`config.mk`:
```
export PLATFORM = sky130hd
export DESIGN_NAME = sprite_tile_expander_top
export DESIGN_NICKNAME = d
export VERILOG_FILES = /design/src/rtl/ste_pkg.sv /design/src/rtl/ste_load_setup.sv /design/src/rtl/ste_tile_step.sv /design/src/rtl/sprite_tile_expander_top.sv
export SDC_FILE = /design/constraint.sdc
export NUM_CORES = 1
export LEC_CHECK = 0
export ABC_CLOCK_PERIOD_IN_PS = 4630
export BUFFER_PORTS_ARGS = -buffer_cell sky130_fd_sc_hd__buf_2
export CAP_MARGIN = 20
export CORE_AREA = 2 2 142 144
export CTS_CLUSTER_DIAMETER = 80
export DETAILED_ROUTE_END_ITERATION = 16
export DIE_AREA = 0 0 144 146
export PLACE_DENSITY = 0.75
export SLEW_MARGIN = 20
export SYNTH_ARGS = -nofsm -noshare
export SYNTH_HDL_FRONTEND = slang
export SYNTH_SLANG_ARGS = --single-unit
```
`constraint.sdc`:
```
create_clock -name clock -period 4.63 [get_ports clock]
set_clock_uncertainty 0.1 [all_clocks]
set_input_delay 0.926 -clock clock [delete_from_list [all_inputs] [get_ports clock]]
set_output_delay 0.926 -clock clock [all_outputs]
set_load 0.005 [all_outputs]
```
`src/rtl/ste_pkg.sv`:
```
// Shared types and constants for the sprite tile expander.
// No dependencies; used by every module under rtl/.
`default_nettype none

package ste_pkg;

   // Screen positions wrap at 9 bits
   localparam int unsigned POS_W = 9;

   // Mirror points used when the whole screen is flipped
   localparam logic [POS_W-1:0] MIRROR_X  = 9'd368;
   localparam logic [POS_W-1:0] MIRROR_Y  = 9'd240;
   // One tile is 16 pixels on each axis
   localparam logic [POS_W-1:0] TILE_STEP = 9'd16;

   // Request kinds
   localparam logic REQ_LOAD = 1'b0;
   localparam logic REQ_TICK = 1'b1;

   // Configuration register indexes
   localparam int unsigned CSR_IDX_W = 2;
   localparam logic [CSR_IDX_W-1:0] CSR_FLIP_SCREEN     = 2'd0;
   localparam logic [CSR_IDX_W-1:0] CSR_X_SHIFT         = 2'd1;
   localparam logic [CSR_IDX_W-1:0] CSR_PER_SPRITE_FLIP = 2'd2;
   localparam int unsigned CSR_DATA_W = 7;

   typedef struct packed {
      logic       flip_screen;
      logic [6:0] x_shift;
      logic       per_sprite_flip;
   } cfg_type;

   typedef struct packed {
      logic        req_type;
      logic [15:0] attr_word;
      logic [15:0] size_word;
      logic [15:0] first_code;
      logic [15:0] x_word;
      logic [15:0] y_word;
      logic [15:0] color_word;
      logic [1:0]  pass_priority;
   } req_beat_type;

   // Sprite walk state; flips and directions hold x in bit 0, y in bit 1
   typedef struct packed {
      logic             pending;
      logic [15:0]      next_code;
      logic [15:0]      held_color;
      logic [1:0]       held_flips;
      logic [POS_W-1:0] cur_x;
      logic [POS_W-1:0] cur_y;
      logic [POS_W-1:0] row_start_x;
      logic [3:0]       cols_left;
      logic [3:0]       row_width;
      logic [3:0]       rows_left;
      logic [1:0]       step_dirs;
   } sprite_state_type;

endpackage

`default_nettype wire

```
`src/rtl/ste_load_setup.sv`:
```
// Load decode: checks enable and priority of a sprite entry and builds
// its starting walk state. Depends on ste_pkg.
`default_nettype none

module ste_load_setup (
   input  var ste_pkg::req_beat_type     beat,
   input  var ste_pkg::cfg_type          cfg,
   output var ste_pkg::sprite_state_type state_o,
   output logic                          take_o
);

   logic [3:0]               width_m1;
   logic [3:0]               height_m1;
   logic                     fs;
   logic                     fx;
   logic                     fy;
   logic [ste_pkg::POS_W-1:0] sx_shift;
   logic [ste_pkg::POS_W-1:0] sx_base;
   logic [ste_pkg::POS_W-1:0] sy_base;
   logic [ste_pkg::POS_W-1:0] x_span;
   logic [ste_pkg::POS_W-1:0] y_span;
   logic [ste_pkg::POS_W-1:0] sx_start;
   logic [ste_pkg::POS_W-1:0] sy_start;

   // Entry is used only when enabled and in this pass's priority
   assign take_o = beat.attr_word[0] && (beat.attr_word[7:6] == beat.pass_priority);

   assign width_m1  = beat.size_word[3:0];
   assign height_m1 = beat.size_word[7:4];
   assign fs        = cfg.flip_screen;

   // Shifted and possibly mirrored origin
   assign sx_shift = beat.x_word[ste_pkg::POS_W-1:0] + {2'b00, cfg.x_shift};
   assign sx_base  = fs ? (ste_pkg::MIRROR_X - sx_shift) : sx_shift;
   assign sy_base  = fs ? (ste_pkg::MIRROR_Y - beat.y_word[ste_pkg::POS_W-1:0])
                        : beat.y_word[ste_pkg::POS_W-1:0];

   // Tile flips: own bits xor screen flip, or just screen flip
   assign fx = cfg.per_sprite_flip ? (beat.size_word[8] ^ fs) : fs;
   assign fy = cfg.per_sprite_flip ? (beat.size_word[9] ^ fs) : fs;

   // A flipped axis starts at the far tile
   assign x_span = {1'b0, width_m1, 4'b0000};
   assign y_span = {1'b0, height_m1, 4'b0000};

   always_comb begin
      sx_start = sx_base;
      sy_start = sy_base;
      if (cfg.per_sprite_flip && fx) begin
         sx_start = fs ? (sx_base - x_span) : (sx_base + x_span);
      end
      if (cfg.per_sprite_flip && fy) begin
         sy_start = fs ? (sy_base - y_span) : (sy_base + y_span);
      end
   end

   always_comb begin
      state_o             = '0;
      state_o.pending     = take_o;
      state_o.next_code   = beat.first_code;
      state_o.held_color  = beat.color_word;
      state_o.held_flips  = {fy, fx};
      // Step direction: the sprite's own flip bit, or screen flip alone
      state_o.step_dirs   = cfg.per_sprite_flip ? beat.size_word[9:8] : {fs, fs};
      state_o.cur_x       = sx_start;
      state_o.cur_y       = sy_start;
      state_o.row_start_x = sx_start;
      state_o.cols_left   = width_m1;
      state_o.row_width   = width_m1;
      state_o.rows_left   = height_m1;
   end

endmodule

`default_nettype wire

```
`src/rtl/ste_tile_step.sv`:
```
// Tick advance: moves the walk state on by one tile in row-major order.
// Depends on ste_pkg.
`default_nettype none

module ste_tile_step (
   input  var ste_pkg::sprite_state_type state_i,
   output var ste_pkg::sprite_state_type state_o
);

   always_comb begin
      state_o           = state_i;
      state_o.next_code = state_i.next_code + 16'd1;
      if (state_i.cols_left != 4'd0) begin
         // Next column in this row
         state_o.cols_left = state_i.cols_left - 4'd1;
         state_o.cur_x     = state_i.step_dirs[0] ? (state_i.cur_x - ste_pkg::TILE_STEP)
                                                  : (state_i.cur_x + ste_pkg::TILE_STEP);
      end else begin
         // Wrap to the start of the next row
         state_o.rows_left = state_i.rows_left - 4'd1;
         state_o.cols_left = state_i.row_width;
         state_o.cur_x     = state_i.row_start_x;
         state_o.cur_y     = state_i.step_dirs[1] ? (state_i.cur_y - ste_pkg::TILE_STEP)
                                                  : (state_i.cur_y + ste_pkg::TILE_STEP);
      end
   end

endmodule

`default_nettype wire

```
`src/rtl/sprite_tile_expander_top.sv`:
```
// Top level of the sprite tile expander: input register, sprite walk state,
// result register. Depends on ste_pkg, ste_load_setup and ste_tile_step.
//
// Usage:
//   req_* carries load beats (sprite entry plus pass priority) and tick
//   beats. A load that is enabled and matches the pass priority yields the
//   first tile on rsp_*; each tick then yields the next tile until the beat
//   flagged rsp_last_tile. Dropped loads and ticks with no sprite pending
//   yield nothing. A new load always replaces the sprite in progress.
//   csr_* writes flip_screen, x_shift and per_sprite_flip; write only while
//   the block is idle.
// Timing:
//   A request beat is registered in the input register, then worked
//   combinationally into the result register. One beat per cycle is
//   sustained while rsp_ready stays high; the walk state is updated once
//   per beat that moves on.
// Reset and stalls:
//   Reset clears configuration, the pending sprite and both valid flags.
//   While rsp_ready is low the result is held, one further beat waits in
//   the input register, and req_ready drops once both are full.
`default_nettype none

module sprite_tile_expander_top (
   input  logic        clock,
   input  logic        reset,
   // request channel
   input  logic        req_valid,
   output logic        req_ready,
   input  logic        req_type,
   input  logic [15:0] req_attr_word,
   input  logic [15:0] req_size_word,
   input  logic [15:0] req_first_code,
   input  logic [15:0] req_x_word,
   input  logic [15:0] req_y_word,
   input  logic [15:0] req_color_word,
   input  logic [1:0]  req_pass_priority,
   // result channel
   output logic        rsp_valid,
   input  logic        rsp_ready,
   output logic [15:0] rsp_tile_code,
   output logic [15:0] rsp_tile_color,
   output logic        rsp_tile_flip_x,
   output logic        rsp_tile_flip_y,
   output logic signed [9:0] rsp_screen_x,
   output logic [8:0]  rsp_screen_y,
   output logic        rsp_last_tile,
   // configuration port
   input  logic                            csr_wr_en,
   input  logic [ste_pkg::CSR_IDX_W-1:0]  csr_index,
   input  logic [ste_pkg::CSR_DATA_W-1:0] csr_wdata
);

   ste_pkg::cfg_type          cfg_ff;
   ste_pkg::req_beat_type     beat_ff;
   logic                      beat_valid_ff;
   ste_pkg::sprite_state_type state_ff;
   ste_pkg::sprite_state_type state_in;
   ste_pkg::sprite_state_type load_state;
   ste_pkg::sprite_state_type step_state;
   ste_pkg::sprite_state_type sel_state;
   logic                      load_take;
   logic                      advance;
   logic                      has_result;
   logic                      is_last;
   logic [ste_pkg::POS_W-1:0] x_plus;

   logic                      rsp_valid_ff;
   logic [15:0]               code_ff;
   logic [15:0]               color_ff;
   logic [1:0]                flips_ff;
   logic [9:0]                sx_ff;
   logic [8:0]                sy_ff;
   logic                      last_ff;

   // Configuration writes; unknown indexes are ignored
   always_ff @(posedge clock) begin
      if (reset) begin
         cfg_ff <= '0;
      end else if (csr_wr_en) begin
         unique case (csr_index)
            ste_pkg::CSR_FLIP_SCREEN:     cfg_ff.flip_screen     <= csr_wdata[0];
            ste_pkg::CSR_X_SHIFT:         cfg_ff.x_shift         <= csr_wdata;
            ste_pkg::CSR_PER_SPRITE_FLIP: cfg_ff.per_sprite_flip <= csr_wdata[0];
            default: ;
         endcase
      end
   end

   // Work stage moves on when the result register is free or draining
   assign advance   = beat_valid_ff && (!rsp_valid_ff || rsp_ready);
   assign req_ready = !beat_valid_ff || advance;

   // Input register
   always_ff @(posedge clock) begin
      if (reset) begin
         beat_valid_ff <= 1'b0;
      end else if (req_ready) begin
         beat_valid_ff <= req_valid;
      end
   end

   always_ff @(posedge clock) begin
      if (req_ready && req_valid) begin
         beat_ff.req_type      <= req_type;
         beat_ff.attr_word     <= req_attr_word;
         beat_ff.size_word     <= req_size_word;
         beat_ff.first_code    <= req_first_code;
         beat_ff.x_word        <= req_x_word;
         beat_ff.y_word        <= req_y_word;
         beat_ff.color_word    <= req_color_word;
         beat_ff.pass_priority <= req_pass_priority;
      end
   end

   ste_load_setup u_load (
      .beat    (beat_ff),
      .cfg     (cfg_ff),
      .state_o (load_state),
      .take_o  (load_take)
   );

   ste_tile_step u_step (
      .state_i (state_ff),
      .state_o (step_state)
   );

   // Choose the updated walk state and whether it yields a tile
   always_comb begin
      if (beat_ff.req_type == ste_pkg::REQ_LOAD) begin
         sel_state  = load_state;
         has_result = load_take;
      end else begin
         sel_state  = state_ff.pending ? step_state : state_ff;
         has_result = state_ff.pending;
      end
   end

   assign is_last = (sel_state.cols_left == 4'd0) && (sel_state.rows_left == 4'd0);
   assign x_plus  = sel_state.cur_x + ste_pkg::TILE_STEP;

   always_comb begin
      state_in         = sel_state;
      state_in.pending = sel_state.pending && !(has_result && is_last);
   end

   // Walk state
   always_ff @(posedge clock) begin
      if (reset) begin
         state_ff <= '0;
      end else if (advance) begin
         state_ff <= state_in;
      end
   end

   // Result register
   always_ff @(posedge clock) begin
      if (reset) begin
         rsp_valid_ff <= 1'b0;
      end else if (advance) begin
         rsp_valid_ff <= has_result;
      end else if (rsp_ready) begin
         rsp_valid_ff <= 1'b0;
      end
   end

   always_ff @(posedge clock) begin
      if (advance && has_result) begin
         code_ff  <= sel_state.next_code;
         color_ff <= sel_state.held_color;
         flips_ff <= sel_state.held_flips;
         // x wrapped into the range -16 to 495
         sx_ff    <= {1'b0, x_plus} - 10'd16;
         sy_ff    <= sel_state.cur_y;
         last_ff  <= is_last;
      end
   end

   assign rsp_valid       = rsp_valid_ff;
   assign rsp_tile_code   = code_ff;
   assign rsp_tile_color  = color_ff;
   assign rsp_tile_flip_x = flips_ff[0];
   assign rsp_tile_flip_y = flips_ff[1];
   assign rsp_screen_x    = sx_ff;
   assign rsp_screen_y    = sy_ff;
   assign rsp_last_tile   = last_ff;

endmodule

`default_nettype wire

```
==> summary.txt, run 1 <==
Placed design
  – DP HPWL: 13310 µm
  – Placed Instances: 1316
  – Cell Area, Placed: 10740 µm²
  – Gpl congestion: 0.8220
  – Number of port buffers: 135

Clock network
  – CTS Buf Count: 22
  – Clk_lat worst skew: 0.51 ns
  – Cell chosen for the clock root: clkbuf_16
  – H-tree Lvls: 1
  – CTS sink cnt: 207
  – CTS tree: built
  – CTS Hold Buffers Added: 0
  – Clock slew seen by the registers of the worst setup and hold paths: 0.06 ns
  – CTS Buffer Depth: 3

Pwr
  – Net load switching power: 0.001034 W
  – Sequential share of power: 47.7%
  – Int Pwr: 0.003316 W
  – Switch share: 23.76%
  – P per Cell Area: 376.2 nW/µm²
  – Clk pwr share: 40.8%
  – Comb pwr share: 11.6%
  – Lkg Pwr: 4.549 nW
  – Peak supply drop: 0.2631 mV

Global route
  – Overflow after GRT: 0
  – Initial antenna violation count: 0
  – Vias in the first global route: 6904
  – Largest net degree at the start of global routing: 88
  – GR Util All Layers: 19.97%
  – First-pass GRT wire length: 33830 µm

STA
  – Crit path time final: 4.502 ns
  – Fmax: 222.1 MHz
  – # setup viols final: 0
  – RSZ-0062 raised after global routing: true
  – Crit share post-route: 97.23%
  – Slew HR: 30.39%
  – Setup TNS Final: 0 ns
  – Final hold viol count: 0
  – Least-Margin Pin Slew: 1.044 ns
  – Fin. max-slew vios: 0

Setup path
  – Worst EP arrival: 4.74 ns
  – Reg2Reg Depth: 18
  – WS Path Type: register to register
  – CP Launch Type: register
  – Crit end category: register
  – Worst reg-to-reg setup slack: 0.13 ns
  – Worst Path Required: 4.87 ns
  – Reg2reg end: rsp_screen_x[9]
  – Reg-to-reg startpoint: beat_ff[34]
  – Crit-path max FO: 3

Worst hold path
  – Min-delay worst type: register to register
  – Min-Delay Endpoint: state_ff[46]
  – Hold-critical path depth: 2
  – Min-delay src: state_ff[46]

Synthesis
  – Area contributors post-synth: edfxtp_1, dfxtp_1, nand2_1
  – Top_reg_cell synth: edfxtp_1
  – Seq/Total Area, Yosys: 54.77%
  – Cell taking the most area after synthesis: edfxtp_1
  – Synth warn: 0
  – Synth top area share: 36.92%
  – EDFF count, synth: 120
  – Flops & latches, synth: 207
  – Post-Synthesis Cells: 946
  – Yosys cell types: 61
  – Synthesized area per cell: 10.32 µm²
  – Mapped Area: 9759 µm²
  – Synth Net Count: 1092
  – FFs w/ async S/R, synth: 0%

Finish
  – Ratio of cells with drive above 1 in the final layout: 21.87%
  – Post-route cell area: 11560 µm²
  – Layout Nets: 1223
  – Fill count: 1606
  – Synth-to-layout area growth: 18.49%
  – Commonest cells after routing, fill and taps aside: nand2_1, buf_2, edfxtp_1
  – Final Non-Filler Cells: 1358
  – Commonest non-fill, non-tap cell in the layout: nand2_1
  – Fin util: 59.81%
  – Ant diodes: 0

Routing
  – # DRC: 0
  – Pre-Repair DR Iteration Count: 5
  – Final Routed Wirelength: 21040 µm
  – Vias/cell: 5.258
  – Starting DRT DRC Count: 413
  – Antenna-violating nets left: 0
  – Wirelength per Cell: 15.49 µm
  – Vias: 7141

Flow run
  – MaxCap Viol Count: 0

Floorplan
  – I/O Pins: 169
  – Standard-cell rows: 51
  – Die ar.: 21020 µm²
  – Core ar.: 19330 µm²
  – Initial Utilization: 50.48%
  – Vert. Die Dim: 146 µm
  – Die W: 144 µm

Run status
  – Status: finished, final reports clean
## power by group through the flow
stage / clock, W / sequential, W / combinational [W]
2_1_floorplan: 0 / 0.00210 / 0.000346
3_3_place_gp: 0 / 0.00211 / 0.000467
3_5_place_dp: 0 / 0.00211 / 0.000478
4_1_cts: 0.00181 / 0.00207 / 0.000482
5_1_grt: 0.00188 / 0.00208 / 0.000563
6_report: 0.00177 / 0.00207 / 0.000503
## synth_stat cells, drive strengths merged, types with 5 or more instances
cell	number
and3	9
nand2	143
a21oi	106
nand4	5
dfxtp	87
nor3	17
buf	10
ha	29
clkbuf	39
nand3b	5
nand2b	5
a21o	9
nor2	99
edfxtp	120
inv	30
xor2	28
xnor2	38
mux2i	22
nand3	11
o21ai	27
a211oi	18
mux2	25
## cell families after synthesis
logic type               count (synthesis)  synth area share [%]
AO/OA/AOI/OAI                          195                 12.21
XOR/XNOR                                66                 6.000
adder cells (fa/ha/maj)                 33                 4.539
buffers and inverters                   80                 3.154
flip-flops                             207                 54.77
multiplexers                            47                 5.141
AND/OR/NAND/NOR                        318                 14.19
## layout make-up
type | instances | area, µm² | share of cell area, %
Multi-Input combinational cell | 659 | 4203 | 36.34
Sequential cell | 207 | 5345 | 46.22
Tap cell | 265 | 331.6 | 2.867
Clock buffer | 28 | 593.1 | 5.129
Timing Repair Buffer | 156 | 833.3 | 7.206
Clock inverter | 12 | 141.4 | 1.223
Inverter | 31 | 116.4 | 1.006
## through the flow
step / hold slack (ns) / worst slack [ns] / power [W]
3_3_place_gp: 0.3379 / 0.1153 / 0.002576
4_1_cts: 0.3520 / 0.003943 / 0.004363
5_1_grt: 0.3690 / -0.08327 / 0.004524
3_5_place_dp: 0.3437 / 0.009035 / 0.002589
6_report: 0.3525 / 0.1284 / 0.004350
2_1_floorplan: 0.3329 / 0.2932 / 0.002445
## metal layers
layer,vias up,global-route usage (%),part of all wire [%],wire (µm)
met1,3358,26.23,45,9369
met3,32,2.797,4.5,941
met5,-,0,0,0
met4,0,5.147,2.0,431
met2,160,34.67,49,10290
li1,3591,-,-,-
## what timing repair did
| action | in CTS | in global routing |
|---|---|---|
| setup buffers | 0 | 2 |
| gates resized for setup | 1 | 13 |
| setup endpoints to repair | 1 | 2 |
| pin swaps | 0 | 2 |
## flip-flops by register name, summed over array words and instances, names as in the netlist
name,flops
rsp_valid,1
beat_valid_ff,1
flips_ff,2
cfg_ff,9
rsp_last_tile,1
rsp_tile_color,16
state_ff,76
rsp_tile_code,16
rsp_screen_x,10
beat_ff,66
rsp_screen_y,9
## critical path, stage by stage, from the launching register on
cell,delay [ns]
edfxtp_1,0.37
ha_1,0.24
fa_2,0.37
a211o_1,0.31
a21o_1,0.19
a21oi_2,0.22
xnor2_2,0.17
nand2_1,0.12
nor4_4,0.19
xnor2_2,0.16
inv_1,0.07
ha_1,0.31
o21a_1,0.12
nor2_1,0.17
a211oi_2,0.08
a2111o_1,0.39
o211a_2,0.14
or4_1,0.47
a31oi_1,0.18
## worst max path at each step
stage                      startpoint               to  slack, ns
final                     beat_ff[34]  rsp_screen_x[9]       0.13
after global routing      beat_ff[34]  rsp_screen_x[9]      -0.08
after CTS                 beat_ff[34]  rsp_screen_x[9]      0.004
after detailed placement  beat_ff[34]  rsp_screen_x[9]      0.009
after global placement    beat_ff[34]  rsp_screen_x[9]       0.12
after floorplan           beat_ff[34]  rsp_screen_x[9]       0.29
Note: power is estimated with default switching activity, not from simulation.
==> run 2, diff against run 1 <==
--- a/config.mk
+++ b/config.mk
@@ -8,12 +8,13 @@
 export ABC_CLOCK_PERIOD_IN_PS = 4630
 export BUFFER_PORTS_ARGS = -buffer_cell sky130_fd_sc_hd__buf_2
 export CAP_MARGIN = 20
-export CORE_AREA = 2 2 142 144
+export CORE_AREA = 2 2 156 158
 export CTS_CLUSTER_DIAMETER = 80
 export DETAILED_ROUTE_END_ITERATION = 16
-export DIE_AREA = 0 0 144 146
-export PLACE_DENSITY = 0.75
+export DIE_AREA = 0 0 158 160
+export PLACE_DENSITY = 0.76
 export SLEW_MARGIN = 20
 export SYNTH_ARGS = -nofsm -noshare
 export SYNTH_HDL_FRONTEND = slang
+export SYNTH_HIERARCHICAL = 1
 export SYNTH_SLANG_ARGS = --single-unit
==> run 2 against run 1 <==
Global-route usage down 1.9 points. Clock power rose by 3%. Clock-buffer cell count is 6 higher. Power up 3.2%. Non-clock buffer count down 4. Die area grew 20%. Maximum frequency rose by 3.2%. Combinational power rose by 12%. Cell count is 9.2% higher. Worst setup slack better by 0.14 ns. Utilization fell by 8.0 points. Largest power group unchanged.
==> summary.txt, run 2 <==
Run status
  – Status: finished, final reports clean

Finish
  – Ant diodes: 0
  – Ratio of cells with drive above 1 in the final layout: 19.33%
  – Commonest cells after routing, fill and taps aside: nor2_1, buf_2, edfxtp_1
  – Most flops, register: state_ff
  – Final Non-Filler Cells: 1483
  – Leading registers by flop count: state_ff x76, beat_ff x66
  – Synth-to-layout area growth: 9.610%
  – Fill count: 2141
  – Post-route cell area: 12340 µm²
  – Max reg flops: 76
  – Commonest non-fill, non-tap cell in the layout: nor2_1
  – Layout Nets: 1288

Clock network
  – Clock slew seen by the registers of the worst setup and hold paths: 0.06 ns
  – CTS Buffer Depth: 3
  – CTS Buf Count: 24
  – CTS sink cnt: 207
  – Clk_lat worst skew: 0.52 ns
  – CTS tree: built
  – H-tree Lvls: 1
  – Cell chosen for the clock root: clkbuf_16

Global route
  – Overflow after GRT: 0
  – Initial antenna violation count: 0
  – Vias in the first global route: 7473
  – First-pass GRT wire length: 37290 µm
  – Largest net degree at the start of global routing: 79
  – GR Util All Layers: 18.10%

Pwr
  – P per Cell Area: 363.6 nW/µm²
  – Comb pwr share: 12.6%
  – Peak supply drop: 0.2659 mV
  – Net load switching power: 0.001131 W
  – Sequential share of power: 46.8%
  – Clk pwr share: 40.6%
  – Int Pwr: 0.003358 W
  – Switch share: 25.19%
  – Lkg Pwr: 4.665 nW

Routing
  – Pre-Repair DR Iteration Count: 5
  – Starting DRT DRC Count: 502
  – Vias/cell: 5.426
  – Final Routed Wirelength: 23630 µm
  – Vias: 8047
  – Wirelength per Cell: 15.94 µm
  – Antenna-violating nets left: 0
  – # DRC: 0

STA
  – Final hold slack: 0.4094 ns
  – Least-Margin Pin Slew: 1.056 ns
  – # setup viols final: 0
  – Final WS setup: 0.2661 ns
  – Fmax: 229.2 MHz
  – Setup TNS Final: 0 ns
  – Crit share post-route: 94.25%
  – Final hold viol count: 0
  – Slew HR: 29.59%
  – Crit path time final: 4.364 ns
  – Fin. max-slew vios: 0

Worst hold path
  – Min-delay worst type: register to register
  – Min-delay src: cfg_ff[3]

Floorplan
  – I/O Pins: 169
  – Vert. Die Dim: 160 µm
  – Core ar.: 23820 µm²
  – Standard-cell rows: 57
  – Die ar.: 25280 µm²
  – Die W: 158 µm
  – Initial Utilization: 47.28%

Synthesis
  – Mapped Area: 11260 µm²
  – Post-Synthesis Cells: 1128
  – Synthesized area per cell: 9.984 µm²
  – Synth Net Count: 1275
  – Synth warn: 6

Setup path
  – Crit path launch: beat_ff[35]
  – Worst Path Required: 4.81 ns
  – Crit end category: register
  – CP Launch Type: register
  – WS Path Type: register to register
  – Reg-to-reg startpoint: beat_ff[35]
  – Worst EP arrival: 4.54 ns
  – Crit-path max FO: 4

Placed design
  – Cell Area, Placed: 11480 µm²
  – Gpl congestion: 0.8155
  – Number of port buffers: 135
  – Placed Instances: 1438
  – DP HPWL: 15140 µm
  – Pre-CTS setup slack: -0.1132 ns

Flow run
  – MaxCap Viol Count: 0
==> run 2: path summary, 6_finish.rpt <==
| path | end | slack (ns) | depth (start not counted) |
|---|---|---|---|
| worst max-delay path | rsp_screen_x[9] | 0.27 | 19 |
| worst min-delay path | cfg_ff[3] | 0.41 | 2 |
| worst min register to register | cfg_ff[3] | 0.41 | 2 |
| worst max register to register | rsp_screen_x[9] | 0.27 | 19 |
==> run 2: layout make-up <==
| type | instances | area (µm²) | share of cell area, % |
|---|---|---|---|
| tap | 324 | 405.4 | 3.284 |
| timing repair buffer | 152 | 803.3 | 6.507 |
| inverter | 31 | 116.4 | 0.9426 |
| multi-input combinational | 725 | 4907 | 39.75 |
| clock buffer | 34 | 679.4 | 5.504 |
| sequential | 207 | 5349 | 43.33 |
| clock inverter | 10 | 83.83 | 0.6791 |
==> run 2: layer usage <==
metal,GRT usage [%],up-vias,part of all wire [%]
li1,-,4015,-
met1,25.07,3771,46
met2,29.60,226,46
met3,2.605,35,5.1
met4,5.119,0,2.8
met5,0,-,0
==> run 2: worst max-delay path, stage by stage, from the launching register on <==
cell and delay, ns:
edfxtp_1 0.38, ha_1 0.31, a211o_1 0.37, a2111oi_4 0.35, nor3_2 0.13, nor4_4 0.32, nand2_1 0.11, xor2_1 0.16
ha_1 0.33, nor2_1 0.13, a21oi_2 0.05, xnor2_1 0.16, nand2_1 0.07, xnor3_1 0.21, xor2_1 0.19, nor2_1 0.17
a21oi_2 0.08, and3_1 0.22, o211ai_1 0.18, nand2_1 0.09
==> run 2: repair_timing <==
| item | in CTS | in global routing |
|---|---|---|
| gates resized for setup | 1 | 17 |
| setup endpoints to repair | 1 | 3 |
| setup buffers | 1 | 0 |
| hold buffers | 0 | 0 |
| pin swaps | 1 | 5 |
==> run 2: power by group through the flow <==
stage          Combinational, W  Clock [W]  Sequential, W
6_report               0.000564    0.00182        0.00210
3_5_place_dp           0.000539          0        0.00214
3_3_place_gp           0.000525          0        0.00214
4_1_cts                0.000546    0.00186        0.00210
2_1_floorplan          0.000481          0        0.00212
5_1_grt                0.000627    0.00194        0.00211
==> run 2: per-stage QoR <==
stage / util, % / total power, W
after global routing: 51.82 / 0.004677
after floorplan: - / 0.002597
final: 51.82 / 0.004488
after CTS: 51.42 / 0.004507
after global placement: 48.18 / 0.002661
after detailed placement: 48.18 / 0.002679
